**config.mk**
```make
export PLATFORM = sky130hd
export DESIGN_NAME = escaped_integer_decoder
export DESIGN_NICKNAME = d
export VERILOG_FILES = /design/src/rtl/core/eid_pkg.sv /design/src/rtl/core/eid_in_stage.sv /design/src/rtl/core/eid_core.sv /design/src/rtl/core/eid_out_stage.sv /design/src/rtl/core/escaped_integer_decoder.sv
export SDC_FILE = /design/constraint.sdc
export NUM_CORES = 1
export LEC_CHECK = 0
export BUFFER_PORTS_ARGS = -buffer_cell sky130_fd_sc_hd__buf_2
export CAP_MARGIN = 20
export CORE_MARGIN = 2
export CORE_UTILIZATION = 58
export CTS_CLUSTER_SIZE = 25
export DETAILED_ROUTE_END_ITERATION = 12
export PLACE_DENSITY_LB_ADDON = 0.12
export SETUP_SLACK_MARGIN = 0.4
export SLEW_MARGIN = 15
export SYNTH_ARGS = -nofsm -noshare
export SYNTH_HDL_FRONTEND = slang
export SYNTH_HIERARCHICAL = 1
export SYNTH_SLANG_ARGS = --single-unit
```
**constraint.sdc**
```tcl
create_clock -name aclk -period 4.6 [get_ports aclk]
set_input_delay 0.92 -clock aclk [delete_from_list [all_inputs] [get_ports aclk]]
set_output_delay 0.92 -clock aclk [all_outputs]
set_load 0.01 [all_outputs]
```
**src/rtl/core/eid_pkg.sv**
```systemverilog
// ----------------------------------------------------------------------------
// eid_pkg
// Shared types and constants for the escaped integer decoder.
// ----------------------------------------------------------------------------
package eid_pkg;

    // Default cap on words per message.
    localparam int COUNT_LIMIT_DEF = 128;

    // Reset value of the max_count register.
    localparam logic [7:0] MAX_COUNT_RST = 8'd128;

    // Decoder phase codes
    localparam logic [1:0] PH_IDLE  = 2'd0;
    localparam logic [1:0] PH_ESC   = 2'd1;
    localparam logic [1:0] PH_MULTI = 2'd2;
    localparam logic [1:0] PH_MESC  = 2'd3;

    // Byte codes of the escape scheme
    localparam logic [7:0] TERM_BYTE  = 8'd0;
    localparam logic [7:0] ESC_BYTE   = 8'd255;
    localparam logic [7:0] CODE_ZERO  = 8'd1;
    localparam logic [7:0] CODE_SHORT = 8'd254;
    localparam logic [7:0] CODE_LONG  = 8'd253;

    // Byte counts of the multi-byte words
    localparam logic [2:0] SHORT_LEN = 3'd2;
    localparam logic [2:0] LONG_LEN  = 3'd4;

    // One decoded result
    typedef struct packed {
        logic [31:0] word_value;
        logic [6:0]  word_index;
        logic        bad_code;
        logic        end_of_message;
        logic [7:0]  word_count;
    } eid_result_t;

endpackage

```
**src/rtl/core/eid_in_stage.sv**
```systemverilog
// ----------------------------------------------------------------------------
// eid_in_stage
// Input register: holds one byte until the decode stage takes it.
// ----------------------------------------------------------------------------
module eid_in_stage
    import eid_pkg::*;
(
    input  logic       aclk,
    input  logic       aresetn,
    input  logic       s_tvalid,
    output logic       s_tready,
    input  logic [7:0] s_tdata,
    input  logic       take,        // decode stage consumes the held byte
    output logic       held_valid,
    output logic [7:0] held_byte
);

    logic       valid_reg;
    logic [7:0] byte_reg;
    logic       accept;

    // room when empty or when the held byte leaves this cycle
    assign s_tready   = !valid_reg || take;
    assign accept     = s_tvalid && s_tready;
    assign held_valid = valid_reg;
    assign held_byte  = byte_reg;

    always_ff @(posedge aclk) begin
        if (!aresetn) begin
            valid_reg <= 1'b0;
        end else if (accept) begin
            valid_reg <= 1'b1;
        end else if (take) begin
            valid_reg <= 1'b0;
        end
    end

    // payload
    always_ff @(posedge aclk) begin
        if (accept) begin
            byte_reg <= s_tdata;
        end
    end

endmodule

```
**src/rtl/core/eid_core.sv**
```systemverilog
// ----------------------------------------------------------------------------
// eid_core
// Decode state and single-pass next-state logic for one byte.
// ----------------------------------------------------------------------------
module eid_core
    import eid_pkg::*;
#(
    parameter int COUNT_LIMIT = COUNT_LIMIT_DEF
) (
    input  logic        aclk,
    input  logic        aresetn,
    input  logic        cfg_we,
    input  logic [7:0]  cfg_wdata,
    input  logic        fire,       // byte in b is processed this cycle
    input  logic [7:0]  b,
    output logic        res_valid,
    output eid_result_t res
);

    localparam logic [7:0] LIMIT_CAP =
        (COUNT_LIMIT > 255) ? 8'd255 : 8'(COUNT_LIMIT);

    logic [7:0]  max_count_reg;
    logic [1:0]  phase_reg,   phase_next;
    logic [31:0] acc_reg,     acc_next;
    logic [2:0]  rem_reg,     rem_next;
    logic [7:0]  seen_reg,    seen_next;
    logic        disc_reg,    disc_next;

    logic [7:0]  limit;
    logic [31:0] acc_shift;
    logic [2:0]  rem_dec;
    logic [7:0]  shift_byte;

    // effective word limit
    assign limit = (max_count_reg < LIMIT_CAP) ? max_count_reg : LIMIT_CAP;

    // byte shifted in inside a multi-byte word
    always_comb begin
        if (phase_reg == PH_MESC && b == CODE_ZERO) begin
            shift_byte = 8'd0;
        end else begin
            shift_byte = b;
        end
    end
    assign acc_shift = {acc_reg[23:0], shift_byte};
    assign rem_dec   = (rem_reg != 3'd0) ? rem_reg - 3'd1 : 3'd0;

    // next state and result
    always_comb begin
        phase_next = phase_reg;
        acc_next   = acc_reg;
        rem_next   = rem_reg;
        seen_next  = seen_reg;
        disc_next  = disc_reg;
        res_valid  = 1'b0;
        res        = '0;
        res.word_index = seen_reg[6:0];

        if (b == TERM_BYTE) begin
            // terminator: plain close in idle, broken word otherwise
            res_valid          = 1'b1;
            res.end_of_message = 1'b1;
            if (phase_reg == PH_IDLE) begin
                res.word_index = 7'd0;
                res.word_count = seen_reg;
            end else begin
                res.word_value = '1;
                res.bad_code   = 1'b1;
                res.word_count = seen_reg + 8'd1;
            end
            phase_next = PH_IDLE;
            acc_next   = '0;
            rem_next   = '0;
            seen_next  = '0;
            disc_next  = 1'b0;
        end else begin
            case (phase_reg)
                PH_IDLE: begin
                    if (disc_reg || seen_reg >= limit) begin
                        disc_next = 1'b1;
                    end else if (b == ESC_BYTE) begin
                        phase_next = PH_ESC;
                    end else begin
                        res_valid      = 1'b1;
                        res.word_value = {24'd0, b} - 32'd1;
                    end
                end
                PH_ESC: begin
                    if (b == CODE_SHORT || b == CODE_LONG) begin
                        phase_next = PH_MULTI;
                        acc_next   = '0;
                        rem_next   = (b == CODE_SHORT) ? SHORT_LEN : LONG_LEN;
                    end else begin
                        res_valid = 1'b1;
                        if (b == ESC_BYTE) begin
                            res.word_value = {24'd0, ESC_BYTE} - 32'd1;
                        end else if (b == CODE_ZERO) begin
                            res.word_value = '1;
                        end else begin
                            res.word_value = '1;
                            res.bad_code   = 1'b1;
                        end
                    end
                end
                PH_MULTI: begin
                    if (b == ESC_BYTE) begin
                        phase_next = PH_MESC;
                    end else if (rem_dec == 3'd0) begin
                        res_valid      = 1'b1;
                        res.word_value = acc_shift - 32'd1;
                    end else begin
                        phase_next = PH_MULTI;
                        acc_next   = acc_shift;
                        rem_next   = rem_dec;
                    end
                end
                default: begin
                    // escape inside a multi-byte word
                    if (b == ESC_BYTE || b == CODE_ZERO) begin
                        if (rem_dec == 3'd0) begin
                            res_valid      = 1'b1;
                            res.word_value = acc_shift - 32'd1;
                        end else begin
                            phase_next = PH_MULTI;
                            acc_next   = acc_shift;
                            rem_next   = rem_dec;
                        end
                    end else begin
                        res_valid      = 1'b1;
                        res.word_value = '1;
                        res.bad_code   = 1'b1;
                    end
                end
            endcase

            // any emitted word returns to idle and counts
            if (res_valid) begin
                phase_next = PH_IDLE;
                acc_next   = '0;
                rem_next   = '0;
                seen_next  = seen_reg + 8'd1;
            end
        end
    end

    // configuration register
    always_ff @(posedge aclk) begin
        if (!aresetn) begin
            max_count_reg <= MAX_COUNT_RST;
        end else if (cfg_we) begin
            max_count_reg <= cfg_wdata;
        end
    end

    // decode state
    always_ff @(posedge aclk) begin
        if (!aresetn) begin
            phase_reg <= PH_IDLE;
            acc_reg   <= '0;
            rem_reg   <= '0;
            seen_reg  <= '0;
            disc_reg  <= 1'b0;
        end else if (fire) begin
            phase_reg <= phase_next;
            acc_reg   <= acc_next;
            rem_reg   <= rem_next;
            seen_reg  <= seen_next;
            disc_reg  <= disc_next;
        end
    end

    // byte count is live only inside a multi-byte word
    a_rem_in_multi: assert property (@(posedge aclk) disable iff (!aresetn)
        rem_reg != 3'd0 |-> (phase_reg == PH_MULTI || phase_reg == PH_MESC))
        else $error("bytes remaining outside a multi-byte word");

    // dropping bytes only happens from idle
    a_disc_idle: assert property (@(posedge aclk) disable iff (!aresetn)
        disc_reg |-> phase_reg == PH_IDLE)
        else $error("discarding while not idle");

    // accumulator is clean while waiting for an escape code
    a_esc_acc: assert property (@(posedge aclk) disable iff (!aresetn)
        phase_reg == PH_ESC |-> acc_reg == 32'd0)
        else $error("accumulator not clear after escape");

    // closing a message resets the message state
    a_eom_clear: assert property (@(posedge aclk) disable iff (!aresetn)
        fire && res_valid && res.end_of_message |=>
            phase_reg == PH_IDLE && seen_reg == 8'd0 && !disc_reg)
        else $error("message state not cleared after terminator");

endmodule

```
**src/rtl/core/eid_out_stage.sv**
```systemverilog
// ----------------------------------------------------------------------------
// eid_out_stage
// Result register feeding the master-side stream.
// ----------------------------------------------------------------------------
module eid_out_stage
    import eid_pkg::*;
(
    input  logic        aclk,
    input  logic        aresetn,
    input  logic        load,
    input  eid_result_t res,
    output logic        m_tvalid,
    input  logic        m_tready,
    output logic [47:0] m_tdata,
    output logic [0:0]  m_tuser,
    output logic        m_tlast
);

    logic        valid_reg;
    eid_result_t res_reg;

    always_ff @(posedge aclk) begin
        if (!aresetn) begin
            valid_reg <= 1'b0;
        end else if (load) begin
            valid_reg <= 1'b1;
        end else if (m_tready) begin
            valid_reg <= 1'b0;
        end
    end

    // payload
    always_ff @(posedge aclk) begin
        if (load) begin
            res_reg <= res;
        end
    end

    assign m_tvalid = valid_reg;
    assign m_tdata  = {1'b0, res_reg.word_count, res_reg.word_index, res_reg.word_value};
    assign m_tuser  = res_reg.bad_code;
    assign m_tlast  = res_reg.end_of_message;

endmodule

```
**src/rtl/core/escaped_integer_decoder.sv**
```systemverilog
// ----------------------------------------------------------------------------
// escaped_integer_decoder
// Byte-stream decoder for escape-coded, zero-terminated integer strings.
// ----------------------------------------------------------------------------
// One byte enters per transfer on the s_ channel. Each nonzero byte either
// completes a word, which leaves as one transfer on the m_ channel, or leaves
// nothing: it only advances the escape state or is dropped. A zero byte
// closes the message with a transfer that has m_tlast set and the word count
// in tdata. Words beyond min(max_count, COUNT_LIMIT) in one message are
// dropped until the terminator. Throughput: one byte per cycle unless the
// receiver stalls; every byte, with or without a result, takes one pass
// through the decode stage. Each byte is held first in the input register,
// and its result then in the result register, which drives m_tvalid. If the
// receiver stalls, the held result waits in the result register while one
// more byte waits in the input register; s_tready then drops.
// Reset (aresetn low, synchronous) empties both registers, returns the
// decoder to idle with no words counted and sets max_count to 128.
// cfg_we writes max_count from cfg_wdata; write it only between messages.
// ----------------------------------------------------------------------------
module escaped_integer_decoder
    import eid_pkg::*;
#(
    parameter int COUNT_LIMIT = COUNT_LIMIT_DEF
) (
    input  logic        aclk,
    input  logic        aresetn,
    input  logic        cfg_we,
    input  logic [7:0]  cfg_wdata,
    input  logic        s_tvalid,
    output logic        s_tready,
    input  logic [7:0]  s_tdata,   // [7:0] data_byte
    output logic        m_tvalid,
    input  logic        m_tready,
    output logic [47:0] m_tdata,   // [31:0] word_value, [38:32] word_index,
                                   // [46:39] word_count, [47] zero
    output logic [0:0]  m_tuser,   // [0] bad_code
    output logic        m_tlast    // end_of_message
);

    logic        held_valid;
    logic [7:0]  held_byte;
    logic        fire;
    logic        res_valid;
    eid_result_t res;

    // decode a held byte when the result register can take its output
    assign fire = held_valid && (!m_tvalid || m_tready);

    eid_in_stage u_in (
        .aclk       (aclk),
        .aresetn    (aresetn),
        .s_tvalid   (s_tvalid),
        .s_tready   (s_tready),
        .s_tdata    (s_tdata),
        .take       (fire),
        .held_valid (held_valid),
        .held_byte  (held_byte)
    );

    eid_core #(
        .COUNT_LIMIT (COUNT_LIMIT)
    ) u_core (
        .aclk      (aclk),
        .aresetn   (aresetn),
        .cfg_we    (cfg_we),
        .cfg_wdata (cfg_wdata),
        .fire      (fire),
        .b         (held_byte),
        .res_valid (res_valid),
        .res       (res)
    );

    eid_out_stage u_out (
        .aclk     (aclk),
        .aresetn  (aresetn),
        .load     (fire && res_valid),
        .res      (res),
        .m_tvalid (m_tvalid),
        .m_tready (m_tready),
        .m_tdata  (m_tdata),
        .m_tuser  (m_tuser),
        .m_tlast  (m_tlast)
    );

endmodule
```
### After elaboration in Yosys (flattened, before gate mapping)

Cells that the tools add are included.

| word-level totals | value |
|---|---|
| flip-flop bits (word level) | 113 |
| bits of input ports | 21 |
| output and inout bits | 52 |
| word-level logic and storage cells | 125 |

| cells by class | value |
|---|---|
| $add $sub $neg | 4 |
| mux-type cells | 66 |
| $lt $le $gt $ge | 2 |
| equality and inequality tests | 12 |
| reductions and logical operators | 27 |

Operators by type and width:

| operator | number |
|---|---|
| $mux 32 | 15 |
| $pmux 32 s3 | 2 |
| $mux 8 | 5 |
| $sub 32x1->32 const B | 1 |
| $eq 8x8->1 const B | 3 |
| $mux 3 | 8 |
| $mux 1 | 21 |
| $mux 2 | 8 |
| $mux 7 | 2 |
| $ne 4x3->1 const B | 3 |
| $reduce_and 5->1 | 2 |
| $reduce_bool 2->1 | 5 |
| $mux 9 | 1 |
| $pmux 3 s3 | 1 |
| $sub 8x1->9 const B | 1 |
| $add 8x1->8 const B | 1 |
| $eq 8x1->1 const B | 1 |
| $ge 8x8->1 | 1 |
| $logic_not 8->1 | 1 |
| $lt 8x8->1 const B | 1 |
| $pmux 2 s3 | 1 |
| $reduce_bool 6->1 | 1 |
| $logic_or 1x1->1 | 5 |
| $reduce_bool 5->1 | 1 |
| other kinds (15) | 20 |

### Longest topological paths before layout

| logic depth | value |
|---|---|
| word-level depth | 10 |
| mapped depth | 13 |
| gate-level depth less buffers | 12 |

### Hierarchy

The synthesis kept the hierarchy.

Modules (own cells, without submodules):

| module | times used | area an instance (um2) | cells each | sequential area each (um2) |
|---|---|---|---|---|
| eid_core | 1 | 3,696.0 | 483 | 920.9 |
| eid_out_stage | 1 | 1,524.0 | 54 | 1,491.4 |
| eid_in_stage | 1 | 297.8 | 13 | 260.2 |
| escaped_integer_decoder | 1 | 18.8 | 3 | 0.0 |

### Worst setup path after synthesis

No wires, ideal clock.

| path | value |
|---|---|
| path kind | register -> register |
| start | register u_core.max_count_reg[7] |
| end | register u_out.res_reg, in the netlist u_out/m_tdata[0], enable pin |
| path buffers | 0 |
| cell stages (with the launch flop) | 10 |
| arrival | 3.211 ns |
| period minus slack after synthesis | 3.624 ns |
| required time | 4.187 ns |
| library setup time | 0.413 ns |
| slack | 0.976 ns |
| cell sequence | dfxtp_1 -> clkinv_1 -> ha_1 -> a211o_1 -> a31oi_1 -> nand3_1 -> o21bai_4 -> a21oi_1 -> inv_1 -> and3_1 |

| on the way | value |
|---|---|
| cells in the longest elaborated chain, start to end | 9 |

Ends and longest elaborated chain:

| element | line | source |
|---|---|---|
| from (decl) | eid_core.sv:23 | `logic [7:0] max_count_reg;` |
| from (signal assigned) | eid_core.sv:152 | `max_count_reg <= cfg_wdata;` |
| $lt 8x8->1 | eid_core.sv:36 | `assign limit = (max_count_reg < LIMIT_CAP) ? max_count_reg : LIMIT_CAP;` |
| $mux 8 * | eid_core.sv:36 |  |
| $ge 8x8->1 * | eid_core.sv:80 | `if (disc_reg \|\| seen_reg >= limit) begin` |
| $logic_or 1x1->1 * | eid_core.sv:80 |  |
| $mux 1 * | eid_core.sv:80 |  |
| $pmux 1 s3 * | eid_core.sv:78 | `case (phase_reg)` |
| $mux 1 * (2 in series) | eid_core.sv:60 | `if (b == TERM_BYTE) begin` |
| net res_valid | escaped_integer_decoder.sv:43 | `logic res_valid;` |
| $logic_and 1x1->1 * | escaped_integer_decoder.sv:76 | `.load (fire && res_valid),` |
| to (signal assigned) | eid_out_stage.sv:35 | `res_reg <= res;` |
| to (decl) | eid_out_stage.sv:20 | `eid_result_t res_reg;` |

The timed path passes the listed nets; every way through them passes the cells marked *. The select of a mux whose other input is x is not followed.
A chain may end at the register's enable or synchronous reset.

==> key figures <==
Logic synthesis
  • Area leader, netlist: edfxtp_1
  • Top-area cell type share of the netlist area: 0.309
  • Synthesized area: 5540 um2
  • Yosys cell types: 60
  • Yosys synthesis warning count: 6
  • Post-synth EDFFs: 57
  • Ys async rst share: 0
  • Top-count cell post-synth: nand2_1
  • Register area share after synthesis: 0.483
  • Mapped Cells: 553
  • Synth area leaders: edfxtp_1, dfxtp_1, ha_1
  • Main synth FF type: edfxtp_1
  • Synth Register Bits: 105
  • Synth cell count leaders: nand2_1, edfxtp_1, dfxtp_1
  • Syn avg cell area: 10.0 um2
  • Syn_nets: 593

Route
  • Residual DRC: 0
  • Starting DRT DRC Count: 347
  • Routed via count: 4387
  • Via density: 5.90
  • Routed WL: 12.1 mm
  • Avg WL per Cell: 16.2 um
  • First-pass DRT Iterations: 6
  • Post-route ant nets: 0

Floorplan
  • Core Rows: 35
  • Ports: 73
  • Die area: 10300 um2
  • Starting Density: 0.599
  • Core region area: 9240 um2
  • Die width: 102 um
  • Die Height: 102 um

Timing
  • F_max: 284 MHz
  • Period Utilization, post-route: 0.765
  • Worst Tran Pin Value: 0.743 ns
  • Crit path time final: 3.52 ns
  • Final Hold Fails: 0
  • RSZ-0062 raised after global routing: false
  • Worst hold margin: 0.499 ns
  • Max transition margin: 0.504
  • Post-route setup TNS: 0 ns
  • Max Slew Vio Count: 0
  • Final Skew: 0.0146 ns
  • Final setup violation count: 0

Final layout
  • Max reg flops: 47
  • Area Growth Syn to Fin: 11.1%
  • Multi-input gate area: 2670 um2
  • Filler cell count: 780
  • Final net count: 650
  • Layout cell share with drive strength beyond 1: 0.207
  • Register Area: 2670 um2
  • Inserted Diodes: 0

Critical path
  • WS Path Type: flop to flop
  • WP data required: 4.68 ns
  • R2R Setup Slk: 1.08 ns
  • Setup crit end kind: flop
  • CP Launch Type: flop
  • Critical Path Fanout Max: 9
  • Crit path DAT: 3.60 ns

Placement
  • Hpwl dp: 8.86 mm
  • GPL Wtd Cong: 0.959
  • # port buffers: 71

Clocking
  • TritonCTS clock tree: built
  • # resized after CTS: 0
  • Clock Pin Slew Worst Setup and Hold Paths: 0.10 ns
  • Clk sink count: 105
  • # hold bufs at CTS: 0
  • TritonCTS Buffers: 9
  • Worst-case clock buffer depth: 2
  • Root Driver: clkbuf_8
  • H-tree depth: 3
  • Clock latency on the worst-skew pair: 0.37 ns
  • Post-CTS repair timing setup buffer count: 0

Outcome
  • Status: finished, final reports clean

GRT
  • Total grt overflow: 0
  • GRT Total Usage: 0.240
  • First-pass GRT wire length: 19.5 mm
  • Largest net degree at the start of global routing: 50
  • Antenna violations before repair: 0
  • Vias in the first global route: 3870

Power and ir drop
  • Power density over cell area: 291 nW/um2
  • Leakage dissipation: 2.47 nW
  • VDD IR max: 0.000195 V

Min path
  • HP Class: flop to flop

Run
  • Max-Cap Viols: 0
-- area by class of cell --
type | count | share of cell area
clock inverter | 6 | 0.00814
sequential | 105 | 0.434
multi-input combinational | 402 | 0.435
clock buffer | 10 | 0.0207
timing repair buffer | 76 | 0.0659
tap | 129 | 0.0262
inverter | 16 | 0.00976
-- path summary, 6_finish.rpt --
kind / startpoint / end / cells past startpoint
worst min-delay path: u_core/max_count_reg[0] / u_core/max_count_reg[0] / 2
worst min register to register: u_core/max_count_reg[0] / u_core/max_count_reg[0] / 2
worst max register to register: u_in/held_byte[2] / u_out/m_tdata[28] / 10
worst max-delay path: u_in/held_byte[2] / u_out/m_tdata[28] / 10
-- where the power goes --
part	total [mW]	internal [mW]	switching, mW
clock	0.527	0.204	0.323
sequential	1.06	1.03	0.0245
combinational	0.205	0.0783	0.126
total	1.79	1.32	0.474
-- metal layers --
layer | track usage | vias to the layer above | part of all wire
met5 | 0 | - | 0
li1 | - | 2143 | -
met3 | 0.0380 | 20 | 0.062
met4 | 0.0696 | 0 | 0.013
met2 | 0.370 | 176 | 0.46
met1 | 0.351 | 2048 | 0.47
-- worst max-delay path, stage by stage (launching register included) --
cell	delay, ns
edfxtp_1	0.55
nor4_4	0.54
and3_1	0.27
nand2_1	0.13
nand2_1	0.13
ha_1	0.25
nand3_1	0.17
or4b_1	0.63
nor4_1	0.30
xnor2_1	0.16
o21ai_0	0.10
-- metrics by stage --
stage	std cells	instance area [um2]	utilization	total power, mW	setup slack (ns)
2_1_floorplan	553	5540	-	1.21	0.976
3_3_place_gp	728	5970	0.646	1.28	1.27
3_5_place_dp	728	5970	0.646	1.28	1.13
4_1_cts	744	6150	0.666	1.81	1.13
5_1_grt	744	6150	0.666	1.86	0.826
6_report	744	6150	0.666	1.79	1.08
-- cell usage in the layout, fill, tap and decap left out, drive strengths merged, types with 2 or more instances in the layout --
cell | synthesis | layout
o31a | 4 | 4
clkbuf | 19 | 10
nor2b | 5 | 5
xor2 | 12 | 12
xnor2 | 23 | 23
o21ai | 47 | 47
o211ai | 2 | 2
a31oi | 4 | 4
o221ai | 3 | 3
a21o | 2 | 2
edfxtp | 57 | 57
or3 | 5 | 5
o21a | 6 | 6
clkinvlp | 0 | 2
nand4 | 11 | 11
nor2 | 36 | 36
inv | 15 | 18
dfxtp | 48 | 48
nand2 | 60 | 60
a32o | 18 | 18
and2 | 12 | 12
mux2i | 16 | 16
a211o | 2 | 2
ha | 19 | 19
or4 | 4 | 4
clkinv | 1 | 2
buf | 11 | 76
a31o | 5 | 5
nor3b | 2 | 2
nand3 | 19 | 19
nor3 | 12 | 12
o21bai | 3 | 3
or2 | 6 | 6
a21oi | 24 | 24
nor4 | 8 | 8
and3 | 9 | 9
o31ai | 5 | 5
nand2b | 6 | 6
-- logic make-up (layout without fill, tap and decap cells) --
logic type                 count (synthesis)  after routing  share of synthesized area
other                                      1              1                   0.000677
buffers and inverters                     46            108                     0.0346
AOI/OAI and AO/OA                        133            133                      0.170
xor gates and xnor gates                  35             35                     0.0554
muxes                                     16             16                     0.0289
adders and majority gates                 19             19                     0.0429
and+or+nand+nor                          198            198                      0.185
DFF                                      105            105                      0.483
Power figures use the tool's default switching activity.
